**src/tcq_pkg.sv**
```systemverilog
// Shared types and codes for the two-class queue with promotion.
package tcq_pkg;

  localparam int ID_WIDTH     = 14;
  localparam int CMD_WIDTH    = 2;
  localparam int STATUS_WIDTH = 2;

  typedef enum logic [CMD_WIDTH-1:0] {
    CMD_PUSH    = 2'd0,
    CMD_POP     = 2'd1,
    CMD_PROMOTE = 2'd2,
    CMD_NONE    = 2'd3
  } cmd_t;

  typedef enum logic [STATUS_WIDTH-1:0] {
    STAT_OK        = 2'd0,
    STAT_EMPTY     = 2'd1,
    STAT_FULL      = 2'd2,
    STAT_NOT_FOUND = 2'd3
  } status_t;

  typedef enum logic [2:0] {
    S_IDLE,
    S_EXEC,
    S_SEARCH,
    S_BUBBLE,
    S_REPORT
  } state_t;

  // Per-cycle command broadcast to every cell of the chain.
  typedef struct packed {
    logic load;   // write the new entry into the cell at sel
    logic shift;  // every cell takes its right neighbour (head leaves)
    logic swap;   // exchange the cells at sel and sel-1
  } cell_ctl_t;

endpackage

```
**src/two_class_queue_with_promotion_unit.sv**
```systemverilog
// Top level: two-class queue with promotion (chain of entry cells plus sequencer).
// Push, pop and unused commands pass through the execute state to the result register;
//   promote scans from the head for the first match and then swaps it forward, one slot
//   per cycle, before the report state. A new command is taken only in the idle state,
//   so no new item is accepted until the last result has been registered. Reset: clears
//   the entry count, urgent count, sequencer and result valid; entry contents and the
//   occupancy output are not cleared.
module two_class_queue_with_promotion_unit #(
  parameter int QUEUE_DEPTH   = 16,
  parameter int PAYLOAD_WIDTH = 32
) (
  input  logic                             clk,
  input  logic                             rst,
  input  logic                             in_valid,
  output logic                             in_ready,
  input  logic [tcq_pkg::CMD_WIDTH-1:0]    cmd,
  input  logic [tcq_pkg::ID_WIDTH-1:0]     flight_id,
  input  logic [PAYLOAD_WIDTH-1:0]         payload,
  output logic                             out_valid,
  input  logic                             out_ready,
  output logic [tcq_pkg::STATUS_WIDTH-1:0] status,
  output logic                             popped_valid,
  output logic [tcq_pkg::ID_WIDTH-1:0]     popped_id,
  output logic [PAYLOAD_WIDTH-1:0]         popped_payload,
  output logic [$clog2(QUEUE_DEPTH+1)-1:0] occupancy
);
  import tcq_pkg::*;

  // Count width holds the full depth; slot index width addresses one cell.
  localparam int CW = $clog2(QUEUE_DEPTH + 1);
  localparam int IW = $clog2(QUEUE_DEPTH);

  cell_ctl_t                ctl;
  logic [CW-1:0]            sel;
  logic [ID_WIDTH-1:0]      load_id;
  logic [PAYLOAD_WIDTH-1:0] load_payload;
  logic [QUEUE_DEPTH-1:0]   cell_match;
  logic [ID_WIDTH-1:0]      cell_id      [QUEUE_DEPTH];
  logic [PAYLOAD_WIDTH-1:0] cell_payload [QUEUE_DEPTH];

  // The sequencer owns the handshakes, the occupancy and urgent-prefix counts,
  // the scan pointer for promote and the result register that parts the two sides.
  tcq_ctrl #(
    .QUEUE_DEPTH  (QUEUE_DEPTH),
    .PAYLOAD_WIDTH(PAYLOAD_WIDTH),
    .CW           (CW),
    .IW           (IW)
  ) u_ctrl (
    .clk           (clk),
    .rst           (rst),
    .in_valid      (in_valid),
    .in_ready      (in_ready),
    .cmd           (cmd),
    .flight_id     (flight_id),
    .payload       (payload),
    .out_valid     (out_valid),
    .out_ready     (out_ready),
    .status        (status),
    .popped_valid  (popped_valid),
    .popped_id     (popped_id),
    .popped_payload(popped_payload),
    .occupancy     (occupancy),
    .cell_match    (cell_match),
    .head_id       (cell_id[0]),
    .head_payload  (cell_payload[0]),
    .ctl           (ctl),
    .sel           (sel),
    .load_id       (load_id),
    .load_payload  (load_payload)
  );

  // Row of slots, head at index 0. A pop shifts every slot one place towards
  // the head; a promote walks the found entry forward by swapping it with its
  // left neighbour once per cycle until it sits just behind the urgent prefix.
  // Each slot compares its own identifier with the incoming one so the match
  // vector is captured at the input transfer.
  for (genvar k = 0; k < QUEUE_DEPTH; k++) begin : g_cell
    logic [ID_WIDTH-1:0]      prev_id, next_id;
    logic [PAYLOAD_WIDTH-1:0] prev_payload, next_payload;

    if (k == 0) begin : g_first
      assign prev_id      = '0;
      assign prev_payload = '0;
    end else begin : g_mid_prev
      assign prev_id      = cell_id[k-1];
      assign prev_payload = cell_payload[k-1];
    end

    if (k == QUEUE_DEPTH - 1) begin : g_last
      assign next_id      = '0;
      assign next_payload = '0;
    end else begin : g_mid_next
      assign next_id      = cell_id[k+1];
      assign next_payload = cell_payload[k+1];
    end

    tcq_cell #(
      .PAYLOAD_WIDTH(PAYLOAD_WIDTH),
      .CW           (CW),
      .INDEX        (k)
    ) u_cell (
      .clk         (clk),
      .ctl         (ctl),
      .sel         (sel),
      .load_id     (load_id),
      .load_payload(load_payload),
      .prev_id     (prev_id),
      .prev_payload(prev_payload),
      .next_id     (next_id),
      .next_payload(next_payload),
      .key_id      (flight_id),
      .id          (cell_id[k]),
      .payload     (cell_payload[k]),
      .match       (cell_match[k])
    );
  end

endmodule

```
**src/tcq_cell.sv**
```systemverilog
// One queue slot: holds an entry and exchanges it with its neighbours.
module tcq_cell #(
  parameter int PAYLOAD_WIDTH = 32,
  parameter int CW            = 5,
  parameter int INDEX         = 0
) (
  input  logic                          clk,
  input  tcq_pkg::cell_ctl_t            ctl,
  input  logic [CW-1:0]                 sel,
  input  logic [tcq_pkg::ID_WIDTH-1:0]  load_id,
  input  logic [PAYLOAD_WIDTH-1:0]      load_payload,
  input  logic [tcq_pkg::ID_WIDTH-1:0]  prev_id,
  input  logic [PAYLOAD_WIDTH-1:0]      prev_payload,
  input  logic [tcq_pkg::ID_WIDTH-1:0]  next_id,
  input  logic [PAYLOAD_WIDTH-1:0]      next_payload,
  input  logic [tcq_pkg::ID_WIDTH-1:0]  key_id,
  output logic [tcq_pkg::ID_WIDTH-1:0]  id,
  output logic [PAYLOAD_WIDTH-1:0]      payload,
  output logic                          match
);
  import tcq_pkg::*;

  localparam logic [CW-1:0] MY_POS   = CW'(INDEX);
  localparam logic [CW-1:0] NEXT_POS = CW'(INDEX + 1);

  always_ff @(posedge clk) begin
    priority if (ctl.shift) begin
      id      <= next_id;
      payload <= next_payload;
    end else if (ctl.load && sel == MY_POS) begin
      id      <= load_id;
      payload <= load_payload;
    end else if (ctl.swap && sel == MY_POS) begin
      id      <= prev_id;
      payload <= prev_payload;
    end else if (ctl.swap && sel == NEXT_POS) begin
      id      <= next_id;
      payload <= next_payload;
    end else begin
      id      <= id;
      payload <= payload;
    end
  end

  assign match = (id == key_id);

endmodule

```
**src/tcq_ctrl.sv**
```systemverilog
// Sequencer: handshakes, counters, search and move steps, result register.
module tcq_ctrl #(
  parameter int QUEUE_DEPTH   = 16,
  parameter int PAYLOAD_WIDTH = 32,
  parameter int CW            = 5,
  parameter int IW            = 4
) (
  input  logic                            clk,
  input  logic                            rst,
  input  logic                            in_valid,
  output logic                            in_ready,
  input  logic [tcq_pkg::CMD_WIDTH-1:0]   cmd,
  input  logic [tcq_pkg::ID_WIDTH-1:0]    flight_id,
  input  logic [PAYLOAD_WIDTH-1:0]        payload,
  output logic                            out_valid,
  input  logic                            out_ready,
  output logic [tcq_pkg::STATUS_WIDTH-1:0] status,
  output logic                            popped_valid,
  output logic [tcq_pkg::ID_WIDTH-1:0]    popped_id,
  output logic [PAYLOAD_WIDTH-1:0]        popped_payload,
  output logic [CW-1:0]                   occupancy,
  input  logic [QUEUE_DEPTH-1:0]          cell_match,
  input  logic [tcq_pkg::ID_WIDTH-1:0]    head_id,
  input  logic [PAYLOAD_WIDTH-1:0]        head_payload,
  output tcq_pkg::cell_ctl_t              ctl,
  output logic [CW-1:0]                   sel,
  output logic [tcq_pkg::ID_WIDTH-1:0]    load_id,
  output logic [PAYLOAD_WIDTH-1:0]        load_payload
);
  import tcq_pkg::*;

  localparam logic [CW-1:0] DEPTH = CW'(QUEUE_DEPTH);

  state_t                   state, state_next;
  cmd_t                     op_cmd;
  logic [ID_WIDTH-1:0]      op_id;
  logic [PAYLOAD_WIDTH-1:0] op_payload;
  logic [CW-1:0]            count, count_next;
  logic [CW-1:0]            urg;
  logic [CW-1:0]            ptr;
  logic [QUEUE_DEPTH-1:0]   hits;
  logic [QUEUE_DEPTH-1:0]   live;
  status_t                  res_status;
  status_t                  exec_status;
  logic                     out_free;
  logic                     do_push, do_pop;

  assign out_free     = !out_valid || out_ready;
  assign in_ready     = (state == S_IDLE);
  assign load_id      = op_id;
  assign load_payload = op_payload;

  always_comb begin
    for (int k = 0; k < QUEUE_DEPTH; k++) begin
      live[k] = (CW'(k) < count);
    end
  end

  // Next state
  always_comb begin
    state_next = state;
    unique case (state)
      S_IDLE: begin
        if (in_valid) begin
          state_next = (cmd_t'(cmd) == CMD_PROMOTE) ? S_SEARCH : S_EXEC;
        end
      end
      S_EXEC: begin
        if (out_free) state_next = S_IDLE;
      end
      S_SEARCH: begin
        if (ptr >= count) state_next = S_REPORT;
        else if (hits[ptr[IW-1:0]]) state_next = S_BUBBLE;
      end
      S_BUBBLE: begin
        if (ptr <= urg) state_next = S_REPORT;
      end
      S_REPORT: begin
        if (out_free) state_next = S_IDLE;
      end
      default: state_next = S_IDLE;
    endcase
  end

  // Cell commands
  always_comb begin
    do_push   = (state == S_EXEC) && out_free && (op_cmd == CMD_PUSH) && (count < DEPTH);
    do_pop    = (state == S_EXEC) && out_free && (op_cmd == CMD_POP) && (count != '0);
    ctl.load  = do_push;
    ctl.shift = do_pop;
    ctl.swap  = (state == S_BUBBLE) && (ptr > urg);
    sel       = (state == S_BUBBLE) ? ptr : count;
  end

  always_comb begin
    exec_status = STAT_OK;
    count_next  = count;
    unique case (op_cmd)
      CMD_PUSH: begin
        if (count >= DEPTH) exec_status = STAT_FULL;
        else count_next = count + CW'(1);
      end
      CMD_POP: begin
        if (count == '0) exec_status = STAT_EMPTY;
        else count_next = count - CW'(1);
      end
      default: exec_status = STAT_OK;
    endcase
  end

  always_ff @(posedge clk) begin
    if (rst) begin
      state     <= S_IDLE;
      count     <= '0;
      urg       <= '0;
      out_valid <= 1'b0;
    end else begin
      state <= state_next;
      if ((state == S_EXEC || state == S_REPORT) && out_free) out_valid <= 1'b1;
      else if (out_ready) out_valid <= 1'b0;
      unique case (state)
        S_IDLE: begin
          if (in_valid) begin
            op_cmd     <= cmd_t'(cmd);
            op_id      <= flight_id;
            op_payload <= payload;
            ptr        <= '0;
            hits       <= cell_match & live;
            res_status <= STAT_OK;
          end
        end
        S_EXEC: begin
          if (out_free) begin
            count          <= count_next;
            if (do_pop && urg != '0) urg <= urg - CW'(1);
            status         <= exec_status;
            popped_valid   <= do_pop;
            popped_id      <= do_pop ? head_id : '0;
            popped_payload <= do_pop ? head_payload : '0;
            occupancy      <= count_next;
          end
        end
        S_SEARCH: begin
          if (ptr >= count) res_status <= STAT_NOT_FOUND;
          else if (!hits[ptr[IW-1:0]]) ptr <= ptr + CW'(1);
        end
        S_BUBBLE: begin
          if (ptr > urg) ptr <= ptr - CW'(1);
          else if (ptr == urg) urg <= urg + CW'(1);
        end
        S_REPORT: begin
          if (out_free) begin
            status         <= res_status;
            popped_valid   <= 1'b0;
            popped_id      <= '0;
            popped_payload <= '0;
            occupancy      <= count;
          end
        end
        default: ;
      endcase
    end
  end

endmodule

```
**config.mk**
```make
export PLATFORM = sky130hd
export DESIGN_NAME = two_class_queue_with_promotion_unit
export DESIGN_NICKNAME = d
export VERILOG_FILES = /design/src/tcq_pkg.sv /design/src/two_class_queue_with_promotion_unit.sv /design/src/tcq_cell.sv /design/src/tcq_ctrl.sv
export SDC_FILE = /design/constraint.sdc
export NUM_CORES = 2
export LEC_CHECK = 0
export BUFFER_PORTS_ARGS = -buffer_cell sky130_fd_sc_hd__buf_4
export CORE_UTILIZATION = 45
export CTS_CLUSTER_SIZE = 12
export DETAILED_ROUTE_END_ITERATION = 8
export PLACE_DENSITY_LB_ADDON = 0.05
export SLEW_MARGIN = 20
export SYNTH_ARGS = -nofsm -noshare
export SYNTH_HDL_FRONTEND = slang
export SYNTH_SLANG_ARGS = --single-unit
```
**constraint.sdc**
```tcl
create_clock -name clk -period 9.21 [get_ports clk]
set_clock_uncertainty 0.15 [all_clocks]
set_input_delay 1.842 -clock clk [delete_from_list [all_inputs] [get_ports clk]]
set_output_delay 1.842 -clock clk [all_outputs]
set_load 0.005 [all_outputs]
```
==> results.cfg <==
[route]
detailroute.via_count = 32940
finalWirelength_mm = 150.4
dr.first_iter.drc_count = 3492
wl_per_cell_um = 30.00
viasPerCell = 6.568
drtAntennaViolNets = 0
detail_route.first_pass.iterations = 5
drcViolationCount = 0

[sta]
timing.max_slew.rel_slack_pct = 22.92
slew_at_the_pin_closest_to_its_max_slew_limit_ps = 1152
setup_viol = 0
post-route-min-period_ps = 4860
slew_viol_final = 0
max_clock_freq_mhz = 205.8
rsz0062_at_grt = no
timing.final.hold_violations = 0
finalSetupTns_ps = 0
final_min_period_over_clock_period_pct = 52.76

[global_routing]
grt_overflow_total = 0
antenna_found_initial = 5
grt_max_degree = 93
groute.usage.overall_pct = 30.36
grt_first_pass_wirelength_mm = 223.1
vias_in_the_first_global_route = 33830

[power_and_ir_drop]
totalPowerFinal_uw = 9393
leakage_uw = 0.01649
p_per_area_nw_per_um2 = 195.5
worst_case_vdd_ir_drop_mv = 0.1463

[logic_synthesis]
netlist.top_cell.by_area = sky130_fd_sc_hd__edfxtp_1
post_synthesis_share_of_cell_area_spent_on_full_adders_half_adders_and_majority_gates_pct = 0.6678
syn_nets = 3826
synth_top_area_share_pct = 56.23
post_synth_mux_area_share_pct = 0.6246
yosysWarnings = 0
synthCells = 3752
synth_top_flop_cell = sky130_fd_sc_hd__edfxtp_1
postSynth.asyncResetShare_pct = 0
synth.top_cells.by_count = sky130_fd_sc_hd__edfxtp_1 (814), sky130_fd_sc_hd__a21oi_1 (471), sky130_fd_sc_hd__o22ai_1 (429)
compound_cell_area_share_of_the_yosys_netlist_pct = 21.66
synth-edff-count = 814
syn_area_per_cell_um2 = 11.59
synth.cell_area_um2 = 43470
synth_top_family_by_area = compound AO/OA/AOI/OAI gates
synthXorXnorAreaFrac_pct = 4.755
post_synth_and_or_nand_nor_area_fraction_pct = 6.588
synth.most_common_cell = sky130_fd_sc_hd__edfxtp_1
synth-seq-cells = 874
netlist-cell-type-count = 76
synth_seq_area_share_pct = 58.99
synth.top_cells.by_area = sky130_fd_sc_hd__edfxtp_1 (56%), sky130_fd_sc_hd__o22ai_1 (6.2%), sky130_fd_sc_hd__a21oi_1 (5.4%)

[worst_setup_path]
cpLargestDelayFamily = buffers and inverters
setup.worst_path.start_class = input port
path_cells = buf_4 -> nand2b_1 -> nand4_1 -> buf_4 -> nand4_1 -> buf_4 -> nand3_2 -> buf_4
endpoint_kind = flop
timing.critical_path.arrival_ps = 5070
cp_num_buf_inv = 4
cp_slowest_cell = sky130_fd_sc_hd__nand4_1
r2r.worst_path.cells = 8
critPathRequiredTime_ps = 9420
timing.critical_path.fanout_max = 47
cp_common_cell = sky130_fd_sc_hd__buf_4
path_depth = 8
critical-path-max-stage-delay_ps = 690
crit_type = in2reg

[floorplanning]
initial_core_utilization_pct = 45.62
io-pin-count = 108
dieArea_um2 = 97850
die_height_um = 312.8
placeableCoreArea_um2 = 95290
dieWidth_um = 312.8
placementRows = 113

[finish]
fill_cells = 8594
finish.net_count = 3746
finish.utilization_pct = 50.42
post_route_cells_drive_above_1_share_pct = 14.13
antenna_cells_inserted = 0
area_growth_syn_to_layout_pct = 10.52
post_layout_nonfiller_instances = 5015
seqCellArea_um2 = 25640
area_of_the_multi_input_gates_um2 = 15120

[cts]
cts.repair_timing.setup_buffer_count = 0
cts_hold_buffers = 0
cts_sinks = 874
tritoncts.num_buffers = 99
cts.root.buffer_cell = sky130_fd_sc_hd__clkbuf_16
htreeDepth = 3
clk_pin_slew_ps = 60
worstSkewPairLatency_ps = 700
cts_tree = yes
maximum_clock_insertion_buffer_count = 3
quantity_of_gates_resized_following_cts = 0

[place]
placed_cells = 4834
portBuffers = 107
gp_routability_congestion = 0.9139
hpwlAfterDp_mm = 96.13

[hold_path]
holdCritPathClass = reg2reg
hold_path_depth = 1

[outcome]
run_status = finished clean

[flow_run]
maxCapViolCount = 0
## worst register-to-register path: cells and delay by family, from the launching register on
family	cells	cell delay [ps]
AOI/OAI and AO/OA	2	1230
buffers and inverters	3	1190
DFF	1	850
adders and majority gates	1	390
and+or+nand+nor	2	620
## cells by family (layout without fill, tap and decap cells)
kind of cell,Yosys count,after routing
multiplexers,16,16
buffers and inverters,696,694
XOR/XNOR,236,236
AND/OR/NAND/NOR,519,519
flip-flops,874,874
adder cells (fa/ha/maj),22,22
AO/OA/AOI/OAI,1389,1389
## area by class of cell
cell class,instances,share of cell area (%)
Clock buffer,126,5.563
Timing Repair Buffer,174,2.735
Tap cell,1265,3.294
Clock inverter,53,0.8907
Inverter,341,2.664
Multi-Input combinational cell,2182,31.48
Sequential cell,874,53.38
## metal layers
layer	GRT usage, %	share of wire (%)	routed length [um]
met5	0	0	0
met4	13.30	4.7	7031
met3	5.068	7.5	11300
met2	50.77	49	73160
met1	38.82	39	58950
## metrics by stage
| step | cell area (um2) | worst slack, ps | hold slack, ps |
|---|---|---|---|
| after floorplan | 43470 | 1241 | 283.4 |
| after global placement | 44880 | 3625 | 295.3 |
| after detailed placement | 44900 | 3568 | 298.0 |
| after CTS | 48000 | 4072 | 315.7 |
| after global routing | 48040 | 4180 | 330.6 |
| final | 48040 | 4351 | 319.3 |
## worst paths after layout
kind,endpoint,slack (ps),start
worst max-delay path,g_cell[3].u_cell.payload[17],4350,out_ready
worst min-delay path,g_cell[15].u_cell.payload[10],320,g_cell[15].u_cell.payload[10]
worst max register to register,g_cell[0].u_cell.payload[5],4370,u_ctrl.ptr[0]
worst min register to register,g_cell[15].u_cell.payload[10],320,g_cell[15].u_cell.payload[10]
## placed cells by master (no fill, tap or decap), types with 6 or more instances in the layout
cell                        instances
sky130_fd_sc_hd__a21oi_1          471
sky130_fd_sc_hd__o21ai_4            6
sky130_fd_sc_hd__nor2_1           138
sky130_fd_sc_hd__xor2_1            86
sky130_fd_sc_hd__or2_2             17
sky130_fd_sc_hd__a22oi_1           46
sky130_fd_sc_hd__ha_1              20
sky130_fd_sc_hd__a21o_1             7
sky130_fd_sc_hd__nand2_1           24
sky130_fd_sc_hd__or2_0             20
sky130_fd_sc_hd__nand3_1           57
sky130_fd_sc_hd__nand2_2           10
sky130_fd_sc_hd__or2_1             11
sky130_fd_sc_hd__o2bb2ai_1         46
sky130_fd_sc_hd__o21ai_0           17
sky130_fd_sc_hd__edfxtp_1         814
sky130_fd_sc_hd__buf_4            172
sky130_fd_sc_hd__a22o_1            46
sky130_fd_sc_hd__xnor2_1          150
sky130_fd_sc_hd__o22ai_1          429
sky130_fd_sc_hd__clkinv_2          16
sky130_fd_sc_hd__and3_1            49
sky130_fd_sc_hd__inv_1            340
sky130_fd_sc_hd__o221a_2          133
sky130_fd_sc_hd__o21a_1            79
sky130_fd_sc_hd__or3_1             46
sky130_fd_sc_hd__o22a_1            78
sky130_fd_sc_hd__bufinv_16          6
sky130_fd_sc_hd__nand4_1           51
sky130_fd_sc_hd__a211oi_1           6
sky130_fd_sc_hd__nand3_2           11
sky130_fd_sc_hd__clkbuf_1          21
sky130_fd_sc_hd__clkbuf_16        102
sky130_fd_sc_hd__nor4_1            25
sky130_fd_sc_hd__clkinv_1          26
sky130_fd_sc_hd__nor3_1            13
sky130_fd_sc_hd__dfxtp_1           60
## state kept, by name, indices dropped and copies added (netlist names), 14 cells and up
register               cells
g_cell.u_cell.id         224
g_cell.u_cell.payload    512
u_ctrl.hits               16
u_ctrl.load_id            14
u_ctrl.load_payload       32
u_ctrl.popped_id          14
u_ctrl.popped_payload     32
## power breakdown
part | switching [uW] | internal, uW
Combinational | 509 | 252
Sequential | 227 | 4530
Clock | 1670 | 2210
Power figures use the tool's default switching activity.
